===== src/rtl/u2u8_pkg.sv =====
// shared types, constants and register indexes of the utf-16 to utf-8 encoder
package u2u8_pkg;

	localparam int MAX_DEST_SIZE_DEF = 4096;
	localparam int QUEUE_DEPTH       = 2;
	localparam int CFG_W             = 13;
	localparam int CFG_IDX_W         = 1;
	localparam int POS_W             = 12;
	localparam int IN_DATA_W         = 16;
	localparam int OUT_DATA_W        = 24;

	localparam logic [CFG_IDX_W-1:0] REG_BIG_ENDIAN = 1'd0;
	localparam logic [CFG_IDX_W-1:0] REG_DEST_SIZE  = 1'd1;

	localparam logic [CFG_W-1:0] DEST_SIZE_RESET = 13'd4096;

	localparam logic [7:0] LEAD2  = 8'hc0;
	localparam logic [7:0] LEAD3  = 8'he0;
	localparam logic [7:0] CONT   = 8'h80;
	localparam logic [5:0] CMASK  = 6'h3f;

	typedef struct packed {
		logic [15:0] unit;
		logic [1:0]  nbytes;
		logic        term;
	} job_t;

endpackage


===== src/rtl/u2u8_queue.sv =====
// small first-in first-out queue between front and back end
module u2u8_queue #(
	parameter int W = 8,
	parameter int DEPTH = 2
) (
	input  logic         clk,
	input  logic         arst_n,
	input  logic         push_valid,
	output logic         push_ready,
	input  logic [W-1:0] push_data,
	output logic         pop_valid,
	input  logic         pop_ready,
	output logic [W-1:0] pop_data
);

	localparam int AW = (DEPTH > 1) ? $clog2(DEPTH) : 1;
	localparam int NW = $clog2(DEPTH + 1);

	logic [W-1:0]  mem_q [DEPTH];
	logic [AW-1:0] wr_ptr_q;
	logic [AW-1:0] rd_ptr_q;
	logic [NW-1:0] count_q;
	logic          do_push;
	logic          do_pop;

	assign push_ready = (count_q != NW'(DEPTH));
	assign pop_valid  = (count_q != '0);
	assign pop_data   = mem_q[rd_ptr_q];
	assign do_push    = push_valid && push_ready;
	assign do_pop     = pop_valid && pop_ready;

	always_ff @(posedge clk) begin
		if (do_push) begin
			mem_q[wr_ptr_q] <= push_data;
		end
	end

	always_ff @(posedge clk or negedge arst_n) begin
		if (!arst_n) begin
			wr_ptr_q <= '0;
			rd_ptr_q <= '0;
			count_q  <= '0;
		end else begin
			if (do_push) begin
				wr_ptr_q <= (wr_ptr_q == AW'(DEPTH - 1)) ? '0 : wr_ptr_q + AW'(1);
			end
			if (do_pop) begin
				rd_ptr_q <= (rd_ptr_q == AW'(DEPTH - 1)) ? '0 : rd_ptr_q + AW'(1);
			end
			if (do_push && !do_pop) begin
				count_q <= count_q + NW'(1);
			end else if (do_pop && !do_push) begin
				count_q <= count_q - NW'(1);
			end
		end
	end

endmodule


===== src/rtl/u2u8_front.sv =====
// front end: config registers, unit classification, byte count and stop logic
module u2u8_front #(
	parameter int MAX_DEST_SIZE = u2u8_pkg::MAX_DEST_SIZE_DEF,
	localparam int CW = $clog2(MAX_DEST_SIZE)
) (
	input  logic                           clk,
	input  logic                           arst_n,
	input  logic                           cfg_we,
	input  logic [u2u8_pkg::CFG_IDX_W-1:0] cfg_index,
	input  logic [u2u8_pkg::CFG_W-1:0]     cfg_data,
	input  logic                           s_tvalid,
	output logic                           s_tready,
	input  logic [u2u8_pkg::IN_DATA_W-1:0] s_tdata,
	input  logic                           s_tlast,
	output logic                           push_valid,
	input  logic                           push_ready,
	output u2u8_pkg::job_t                 push_job,
	output logic [CW-1:0]                  push_pos
);

	import u2u8_pkg::*;

	localparam int SW = (CW + 2 > CFG_W + 1) ? CW + 2 : CFG_W + 1;

	logic              big_endian_q;
	logic [CFG_W-1:0]  dest_size_q;
	logic [CW-1:0]     count_q;
	logic              halted_q;
	logic [15:0]       unit;
	logic [1:0]        need;
	logic [SW-1:0]     dsz;
	logic [SW-1:0]     limit;
	logic [SW-1:0]     sum;
	logic              stop;
	logic              accept;

	assign unit = big_endian_q ? {s_tdata[7:0], s_tdata[15:8]} : {s_tdata[15:8], s_tdata[7:0]};

	always_comb begin
		if (unit[15:7] == '0) begin
			need = 2'd1;
		end else if (unit[15:11] == '0) begin
			need = 2'd2;
		end else begin
			need = 2'd3;
		end
	end

	always_comb begin
		dsz = SW'(dest_size_q);
		if (dsz > SW'(MAX_DEST_SIZE)) begin
			limit = SW'(MAX_DEST_SIZE);
		end else if (dsz == '0) begin
			limit = SW'(1);
		end else begin
			limit = dsz;
		end
	end

	assign sum    = SW'(count_q) + SW'(need);
	assign stop   = (unit == '0) || (sum >= limit);
	assign accept = s_tvalid && s_tready;

	assign s_tready        = push_ready;
	assign push_valid      = s_tvalid && !halted_q;
	assign push_job.unit   = unit;
	assign push_job.nbytes = stop ? 2'd0 : need;
	assign push_job.term   = stop || s_tlast;
	assign push_pos        = count_q;

	always_ff @(posedge clk or negedge arst_n) begin
		if (!arst_n) begin
			big_endian_q <= 1'b0;
			dest_size_q  <= DEST_SIZE_RESET;
		end else if (cfg_we) begin
			unique case (cfg_index)
				REG_BIG_ENDIAN: big_endian_q <= cfg_data[0];
				REG_DEST_SIZE:  dest_size_q  <= cfg_data;
				default: ;
			endcase
		end
	end

	always_ff @(posedge clk or negedge arst_n) begin
		if (!arst_n) begin
			count_q  <= '0;
			halted_q <= 1'b0;
		end else if (accept) begin
			if (s_tlast) begin
				count_q  <= '0;
				halted_q <= 1'b0;
			end else if (!halted_q) begin
				if (stop) begin
					halted_q <= 1'b1;
				end else begin
					count_q <= CW'(sum);
				end
			end
		end
	end

endmodule


===== src/rtl/u2u8_back.sv =====
// back end: expands one queued unit into utf-8 byte beats and the terminator
module u2u8_back #(
	parameter int MAX_DEST_SIZE = u2u8_pkg::MAX_DEST_SIZE_DEF,
	localparam int CW = $clog2(MAX_DEST_SIZE)
) (
	input  logic                            clk,
	input  logic                            arst_n,
	input  logic                            pop_valid,
	output logic                            pop_ready,
	input  u2u8_pkg::job_t                  pop_job,
	input  logic [CW-1:0]                   pop_pos,
	output logic                            m_tvalid,
	input  logic                            m_tready,
	output logic [u2u8_pkg::OUT_DATA_W-1:0] m_tdata,
	output logic                            m_tlast,
	output logic                            m_tuser
);

	import u2u8_pkg::*;

	localparam int PW = (CW > POS_W) ? CW : POS_W;

	job_t          cur_q;
	logic [CW-1:0] cur_pos_q;
	logic [1:0]    k_q;
	logic          cur_valid_q;
	logic          advance;
	logic          beat_last;
	logic          is_term;
	logic [7:0]    beat_byte;
	logic [CW-1:0] beat_pos;
	logic [PW-1:0] beat_pos_ext;

	logic [7:0]       out_byte_q;
	logic [POS_W-1:0] out_pos_q;
	logic             out_term_q;
	logic             out_last_q;
	logic             out_valid_q;

	assign advance      = !out_valid_q || m_tready;
	assign beat_last    = (k_q == 2'(cur_q.nbytes + {1'b0, cur_q.term} - 2'd1));
	assign is_term      = (k_q >= cur_q.nbytes);
	assign beat_pos     = cur_pos_q + CW'(k_q);
	assign beat_pos_ext = PW'(beat_pos);
	assign pop_ready    = !cur_valid_q || (advance && beat_last);

	always_comb begin
		beat_byte = 8'h00;
		if (!is_term) begin
			unique case (cur_q.nbytes)
				2'd1: beat_byte = cur_q.unit[7:0];
				2'd2: beat_byte = (k_q == 2'd0) ? (LEAD2 | {3'b000, cur_q.unit[10:6]})
				                               : (CONT | {2'b00, cur_q.unit[5:0] & CMASK});
				2'd3: begin
					unique case (k_q)
						2'd0:    beat_byte = LEAD3 | {4'h0, cur_q.unit[15:12]};
						2'd1:    beat_byte = CONT | {2'b00, cur_q.unit[11:6] & CMASK};
						default: beat_byte = CONT | {2'b00, cur_q.unit[5:0] & CMASK};
					endcase
				end
				default: beat_byte = 8'h00;
			endcase
		end
	end

	always_ff @(posedge clk or negedge arst_n) begin
		if (!arst_n) begin
			cur_valid_q <= 1'b0;
			k_q         <= '0;
		end else if (pop_ready) begin
			cur_valid_q <= pop_valid;
			k_q         <= '0;
		end else if (advance) begin
			k_q <= k_q + 2'd1;
		end
	end

	always_ff @(posedge clk) begin
		if (pop_ready && pop_valid) begin
			cur_q     <= pop_job;
			cur_pos_q <= pop_pos;
		end
	end

	always_ff @(posedge clk or negedge arst_n) begin
		if (!arst_n) begin
			out_valid_q <= 1'b0;
		end else if (advance) begin
			out_valid_q <= cur_valid_q;
		end
	end

	always_ff @(posedge clk) begin
		if (advance && cur_valid_q) begin
			out_byte_q <= beat_byte;
			out_pos_q  <= beat_pos_ext[POS_W-1:0];
			out_term_q <= is_term;
			out_last_q <= beat_last;
		end
	end

	assign m_tvalid = out_valid_q;
	assign m_tdata  = {4'h0, out_pos_q, out_byte_q};
	assign m_tlast  = out_term_q;
	assign m_tuser  = out_last_q;

endmodule


===== src/rtl/utf16_to_utf8_encoder_top.sv =====
// Converts a stream of UTF-16 code units, one byte pair per beat, into UTF-8 bytes, one byte
// per output beat, each with its buffer position, ending every string with one NUL beat that
// carries the string length. A pair is taken in every cycle while the two-entry queue between
// the classifying front end and the byte-emitting back end has room. The back end sends one
// byte beat per cycle while the output is ready, so a pair costs its UTF-8 length in beats, plus
// one for the terminator, and the output side sets the rate. A pair's first beat is offered once
// it has passed the queue and the back end's unit and output registers. Pairs after a stop give no
// beat and wait for queue room. Registers must be written only while idle; the block lacks a check.
module utf16_to_utf8_encoder_top #(
	parameter int MAX_DEST_SIZE = u2u8_pkg::MAX_DEST_SIZE_DEF
) (
	input  logic                            clk,
	input  logic                            arst_n,
	input  logic                            cfg_we,
	input  logic [u2u8_pkg::CFG_IDX_W-1:0]  cfg_index,
	input  logic [u2u8_pkg::CFG_W-1:0]      cfg_data,
	input  logic                            s_tvalid,
	output logic                            s_tready,
	// first_byte [7:0], second_byte [15:8]
	input  logic [u2u8_pkg::IN_DATA_W-1:0]  s_tdata,
	input  logic                            s_tlast,
	output logic                            m_tvalid,
	input  logic                            m_tready,
	// out_byte [7:0], out_pos [19:8], zero fill [23:20]
	output logic [u2u8_pkg::OUT_DATA_W-1:0] m_tdata,
	output logic                            m_tlast,
	// last
	output logic                            m_tuser
);

	import u2u8_pkg::*;

	localparam int CW = $clog2(MAX_DEST_SIZE);
	localparam int QW = $bits(job_t) + CW;

	logic          push_valid;
	logic          push_ready;
	job_t          push_job;
	logic [CW-1:0] push_pos;
	logic          pop_valid;
	logic          pop_ready;
	job_t          pop_job;
	logic [CW-1:0] pop_pos;
	logic [QW-1:0] q_in;
	logic [QW-1:0] q_out;

	u2u8_front #(
		.MAX_DEST_SIZE(MAX_DEST_SIZE)
	) u_front (
		.clk       (clk),
		.arst_n    (arst_n),
		.cfg_we    (cfg_we),
		.cfg_index (cfg_index),
		.cfg_data  (cfg_data),
		.s_tvalid  (s_tvalid),
		.s_tready  (s_tready),
		.s_tdata   (s_tdata),
		.s_tlast   (s_tlast),
		.push_valid(push_valid),
		.push_ready(push_ready),
		.push_job  (push_job),
		.push_pos  (push_pos)
	);

	assign q_in = {push_pos, push_job};

	u2u8_queue #(
		.W    (QW),
		.DEPTH(QUEUE_DEPTH)
	) u_queue (
		.clk       (clk),
		.arst_n    (arst_n),
		.push_valid(push_valid),
		.push_ready(push_ready),
		.push_data (q_in),
		.pop_valid (pop_valid),
		.pop_ready (pop_ready),
		.pop_data  (q_out)
	);

	assign pop_job = q_out[$bits(job_t)-1:0];
	assign pop_pos = q_out[QW-1:$bits(job_t)];

	u2u8_back #(
		.MAX_DEST_SIZE(MAX_DEST_SIZE)
	) u_back (
		.clk      (clk),
		.arst_n   (arst_n),
		.pop_valid(pop_valid),
		.pop_ready(pop_ready),
		.pop_job  (pop_job),
		.pop_pos  (pop_pos),
		.m_tvalid (m_tvalid),
		.m_tready (m_tready),
		.m_tdata  (m_tdata),
		.m_tlast  (m_tlast),
		.m_tuser  (m_tuser)
	);

endmodule

===== config.mk =====
export PLATFORM = sky130hd
export DESIGN_NAME = utf16_to_utf8_encoder_top
export DESIGN_NICKNAME = d
export VERILOG_FILES = /design/src/rtl/u2u8_pkg.sv /design/src/rtl/u2u8_queue.sv /design/src/rtl/u2u8_front.sv /design/src/rtl/u2u8_back.sv /design/src/rtl/utf16_to_utf8_encoder_top.sv
export SDC_FILE = /design/constraint.sdc
export NUM_CORES = 1
export LEC_CHECK = 0
export ABC_AREA = 1
export BUFFER_PORTS_ARGS = -buffer_cell sky130_fd_sc_hd__buf_2
export CAP_MARGIN = 20
export CORE_AREA = 10 10 151 153
export DETAILED_ROUTE_END_ITERATION = 10
export DIE_AREA = 0 0 161 163
export SETUP_SLACK_MARGIN = 0.3
export SLEW_MARGIN = 5
export SYNTH_ARGS = -nofsm -noshare
export SYNTH_HDL_FRONTEND = slang
export SYNTH_SLANG_ARGS = --single-unit
export TNS_END_PERCENT = 100

===== constraint.sdc =====
create_clock -name clk -period 8.4 [get_ports clk]
set_input_delay 1.68 -clock clk [delete_from_list [all_inputs] [get_ports clk]]
set_output_delay 1.68 -clock clk [all_outputs]
set_load 0.05 [all_outputs]

### After elaboration in Yosys (flattened, before gate mapping)

Memories as Yosys holds them, arrays and structs flattened. A register that Yosys moved wholly into a read port is not among the register bits.
Index checks and enable logic that the tools add are counted.
W data, S select, Z words.

| operators by class | value |
|---|---|
| equal/unequal tests | 8 |
| bitwise operators | 1 |
| multiplexer cells | 23 |
| reduce and logical (&&, ||, !) cells | 28 |
| $add $sub $neg | 9 |
| $lt $le $gt $ge | 3 |

Operator list:

| cell | number |
|---|---|
| $mux W12 | 3 |
| $pmux W8 S3 | 1 |
| $logic_not A16 Y1 | 1 |
| $mux W16 | 1 |
| $ge A14 B14 Y1 | 1 |
| $mux W14 | 1 |
| $pmux W7 S2 | 1 |
| $add A12 B2 Y13 | 1 |
| $gt A13 B13 Y1 const B | 1 |
| $logic_not A13 Y1 | 1 |
| $mux W13 | 1 |
| $add A12 B2 Y12 | 1 |
| $mux W2 | 6 |
| $logic_not A9 Y1 | 1 |
| $logic_and A1 B1 Y1 | 8 |
| $mux W1 | 8 |
| $mux W7 | 1 |
| $ne A2 B2 Y1 const B | 3 |
| $reduce_bool A2 Y1 | 3 |
| $logic_not A1 Y1 | 5 |
| $logic_not A5 Y1 | 1 |
| $add A2 B1 Y2 const B | 2 |
| $eq A2 B1 Y1 const B | 2 |
| $eq A2 B2 Y1 const B | 2 |
| 10 further kinds | 16 |

| word-level totals | value |
|---|---|
| bits in registers | 57 |
| memories | 1 |
| bits in writable memories | 62 |

Memories:

| name | words | width | rd ports | clocked after Yosys merged registers in | wr ports | RTL line | text |
|---|---|---|---|---|---|---|---|
| u_queue.mem_q | 2 | 31 | 1 | 1 | 1 | u2u8_queue.sv:19 | `logic [W-1:0] mem_q [DEPTH];` |

### Longest topological paths before layout

| logic depth | value |
|---|---|
| depth in word-level cells | 10 |
| gate-level depth with buffers | 28 |
| mapped depth without buffers | 25 |

### Cells and area by module

From an unflattened synthesis, not the netlist that was laid out.

| second synthesis, totals | value |
|---|---|
| cells, all modules | 720 |
| area total of the unflattened synthesis | 7334.5 um2 |

By module, submodules not included:

| module | seq. area each (um2) | times used | area each (um2) | cells an instance |
|---|---|---|---|---|
| u2u8_queue | 1961.9 | 1 | 2571.2 | 191 |
| u2u8_back | 1691.6 | 1 | 2529.9 | 206 |
| u2u8_front | 676.9 | 1 | 2233.4 | 323 |

### Worst setup path before layout

No wires, ideal clock.

| timing | value |
|---|---|
| path type | input -> register |
| from | input s_tdata[15] (netlist bit) |
| to | memory u_queue.mem_q[0][0] (netlist bit), data pin |
| path slack | 3.879 ns |
| data arrival time | 4.251 ns |
| buffers on the path | 1 |
| setup time | 0.269 ns |
| required time | 8.131 ns |
| stages | 22 |
| path through | inv_1 o21ai_0 nor2_1 nand2_1 nor2_1 nand2_1 ha_1 inv_1 fa_1 inv_1 nand4_1 nor4b_1 ha_1 inv_1 nor2_1 nand2_1 nor2_1 nor2_1 nand2_1 nor2_2 buf_4 nand2_1 |

RTL lines:

| element | RTL line | text |
|---|---|---|
| start, declared | utf16_to_utf8_encoder_top.sv:20 | `input logic [u2u8_pkg::IN_DATA_W-1:0] s_tdata,` |
| end, declared | u2u8_queue.sv:19 |  |

==> metrics.md <==
| Metric | Value |
|---|---|
| Clk buf depth | `2` |
| Clock transition at path regs | `0.06 ns` |
| Largest net degree at the start of global routing | `38` |
| Hold path cells | `1` |
| Final Core Density | `0.421` |
| Post-CTS resize count | `0` |
| Synth top area cells | `edfxtp_1 48%, nand2_1 14%, dfrtp_1 12%` |
| Yosys top cell area share | `0.480` |
| CTS tree | `done` |
| Synth Register Bits | `150` |
| Register area | `0.00433 mm^2` |
| GR Util All Layers | `0.107` |
| Die span in y | `around 160 um` |
| Post-CTS Setup Bufs | `0` |
| Area leader, netlist | `edfxtp_1` |
| Number of I/O port buffers | `59` |
| Routed len/inst | `12.6 um` |
| Post-route ant nets | `0` |
| Number of global-route vias before repair | `roughly 4600` |
| Detail Placement HPWL | `9860 um` |
| Arr. time, crit path | `5.23 ns` |
| Final Hold Vio Count | `0` |
| Seq/Total Area, Yosys | `0.602` |
| Hold Path Class | `flip-flop to flip-flop` |
| Fin crit period | `4.99 ns` |
| EDFF count, synth | `115` |
| Pwr per Cell Area | `362 mW/mm^2` |
| Final setup violation count | `0` |
| Clock root buffer | `clkbuf_16` |
| Core area | `roughly 0.02 mm^2` |
| Worst skew pair latency | `about 0.42 ns` |
| Clock Skew | `around 0.011 ns` |
| Slew HR | `0.385` |
| Via density | `4.40` |
| Crit share post-route | `0.594` |
| Row count | `52` |
| # diodes | `0` |
| Most frequent cells after synthesis | `276 x nand2_1, 115 x edfxtp_1, 83 x inv_1` |
| Drt drc | `0` |
| Initial Utilization | `0.361` |
| Top-Level Pins | `64` |
| Status | `completed` |
| Ys flop type | `edfxtp_1` |
| Most frequent cell after synthesis | `nand2_1` |
| Die Wd | `~160 um` |
| Final Max Tran Viols | `0` |
| Max cap viols | `0` |
| Sink Count | `150` |
| Area of the multi-input gates | `0.00241 mm^2` |
| Vias | `4752` |
| Hold_ws | `0.491 ns` |
| Synth Instances | `733` |
| Static leakage | `about 3.8 nW` |
| Final WS setup | `3.41 ns` |
| Max FO, Critical Path | `14` |
| Startpoint Class | `input port` |
| Syn_area_per_cell | `approximately 10 um^2` |
| RD Place Congestion | `around 0.86` |
| CP Capture Type | `flip-flop` |
| Hold Buf Count CTS | `0` |
| Dpl ws | `3.02 ns` |
| H-tree depth | `4` |
| Global-route wire length before repair | `22700 um` |
| Area Overhead vs Synth | `16.5%` |
| NumNets Final | `858` |
| Critical path required time | `8.64 ns` |
| Reg2Reg Depth | `22` |
| Setup TNS | `0 ns` |
| Synthesized area | `0.00719 mm^2` |
| Synth unique cells | `34` |
| RSZ-0062 raised after global routing | `no` |
| 1st-iter DRT viols | `281` |
| Initial antenna violation count | `0` |
| Fmax | `0.201 GHz` |
| Clock buffer count from CTS | `17` |
| Max VDD drop | `approximately 0.00017 V` |
| DIE AREA | `0.0262 mm^2` |
| Synth async-reset ratio | `0.233` |
| Grt total ovfl | `0` |
| Fillcell total | `between 1500 and 2000` |
| Syn. warnings | `0` |
| Final Routed Wirelength | `13600 um` |
| First-pass DRT Iterations | `4` |
| Setup slack, reg-to-reg | `~4 ns` |
| Share of layout cells above drive strength 1 | `0.141` |
| Slew @ Worst Pin | `0.920 ns` |
| Critical path class | `input port to flip-flop` |
## area by class of cell
class                   count  share of cell area
clock inverters            14              0.0167
repair buffers             65              0.0487
clock buffers              18              0.0512
inverters                  85              0.0384
multi-input cells         477               0.288
flip-flops and latches    150               0.517
well taps                 270              0.0403
## through the flow
step,power [mW],instance area (um^2),cells
after floorplan,2.04,7200,736
after global placement,2.28,7710,1043
after detailed placement,2.30,7730,1044
after CTS,3.03,8300,1076
after global routing,3.26,8380,1079
final,3.03,8380,1079
## worst max-delay path: stages
cell	delay, ns
buf_2	0.09
inv_1	0.05
o21ai_0	0.31
nor2_1	0.08
nand2_1	0.12
nor2_1	0.07
nand2_1	0.07
ha_1	0.16
inv_1	0.06
fa_1	0.43
inv_1	0.10
nand4_1	0.14
nor4b_1	0.38
ha_1	0.31
inv_1	0.06
nor2_1	0.05
nand2_1	0.07
nor2_1	0.05
nor2_1	0.10
nand2_1	0.08
nor2_2	0.44
inv_1	0.12
nor2_1	0.18
## layout by cell type, fill, tap and decap left out, types with 3 or more instances in the layout
| master | synthesis | final |
|---|---|---|
| a21oi_1 | 18 | 18 |
| conb_1 | 1 | 4 |
| nor2_1 | 48 | 45 |
| clkinvlp_4 | 0 | 3 |
| ha_1 | 24 | 24 |
| buf_16 | 0 | 3 |
| nand3_1 | 29 | 29 |
| xnor2_1 | 12 | 12 |
| clkbuf_16 | 0 | 17 |
| buf_2 | 2 | 59 |
| a32oi_1 | 3 | 3 |
| inv_1 | 83 | 83 |
| o21ai_0 | 8 | 8 |
| edfxtp_1 | 115 | 115 |
| clkinv_4 | 0 | 3 |
| nand4_1 | 15 | 15 |
| o21ai_1 | 4 | 4 |
| mux2_2 | 10 | 10 |
| dfrtp_1 | 34 | 34 |
| nand2_1 | 276 | 276 |
| inv_6 | 0 | 4 |
| xor2_1 | 13 | 13 |
## metal layers
layer | vias up | share of wire | GRT usage
li1 | 2506 | - | -
met1 | 2150 | 0.50 | 0.141
met2 | 84 | 0.45 | 0.164
met3 | 12 | 0.049 | 0.0334
met4 | 0 | 0.0086 | 0.0335
met5 | - | 0 | 0
## where the power goes
part           internal [mW]  switching [mW]  total [mW]
clock                  0.415           0.310       0.725
combinational          0.310           0.740        1.05
sequential              1.15           0.107        1.26
## kinds of logic after synthesis
| family | share of synthesized area |
|---|---|
| AND/OR/NAND/NOR | 0.210 |
| flip-flops | 0.602 |
| buffers and inverters | 0.0664 |
| AO/OA/AOI/OAI | 0.0277 |
| adder cells (fa/ha/maj) | 0.0473 |
| XOR/XNOR | 0.0304 |
| multiplexers | 0.0157 |
| other | 0.000521 |
## worst paths after layout
path,end,start
max reg2reg,u_queue.mem_q[1][2]$_DFFE_PP_,u_front.big_endian_q$_DFFE_PN0P_
min in group asynchronous,u_back.m_tvalid$_DFFE_PN0N_,arst_n
max,u_queue.mem_q[1][2]$_DFFE_PP_,s_tdata[15]
max in group asynchronous,u_front.dest_size_q[9]$_DFFE_PN0P_,arst_n
min,u_queue.count_q[0]$_DFFE_PN0P_,u_queue.count_q[0]$_DFFE_PN0P_
min reg2reg,u_queue.count_q[0]$_DFFE_PN0P_,u_queue.count_q[0]$_DFFE_PN0P_
## state kept, by name (all words and copies together) (netlist names)
register / cells
u_back.cur_pos_q: 12
u_back.cur_q: 19
u_back.cur_valid_q: 1
u_back.k_q: 2
u_back.m_tlast: 1
u_back.m_tuser: 1
u_back.m_tvalid: 1
u_back.out_byte_q: 8
u_back.out_pos_q: 12
u_front.big_endian_q: 1
u_front.dest_size_q: 13
u_front.halted_q: 1
u_front.push_pos: 12
u_queue.count_q: 2
u_queue.mem_q: 62
u_queue.rd_ptr_q: 1
u_queue.wr_ptr_q: 1
No activity file was read; power rests on OpenSTA's default activity.
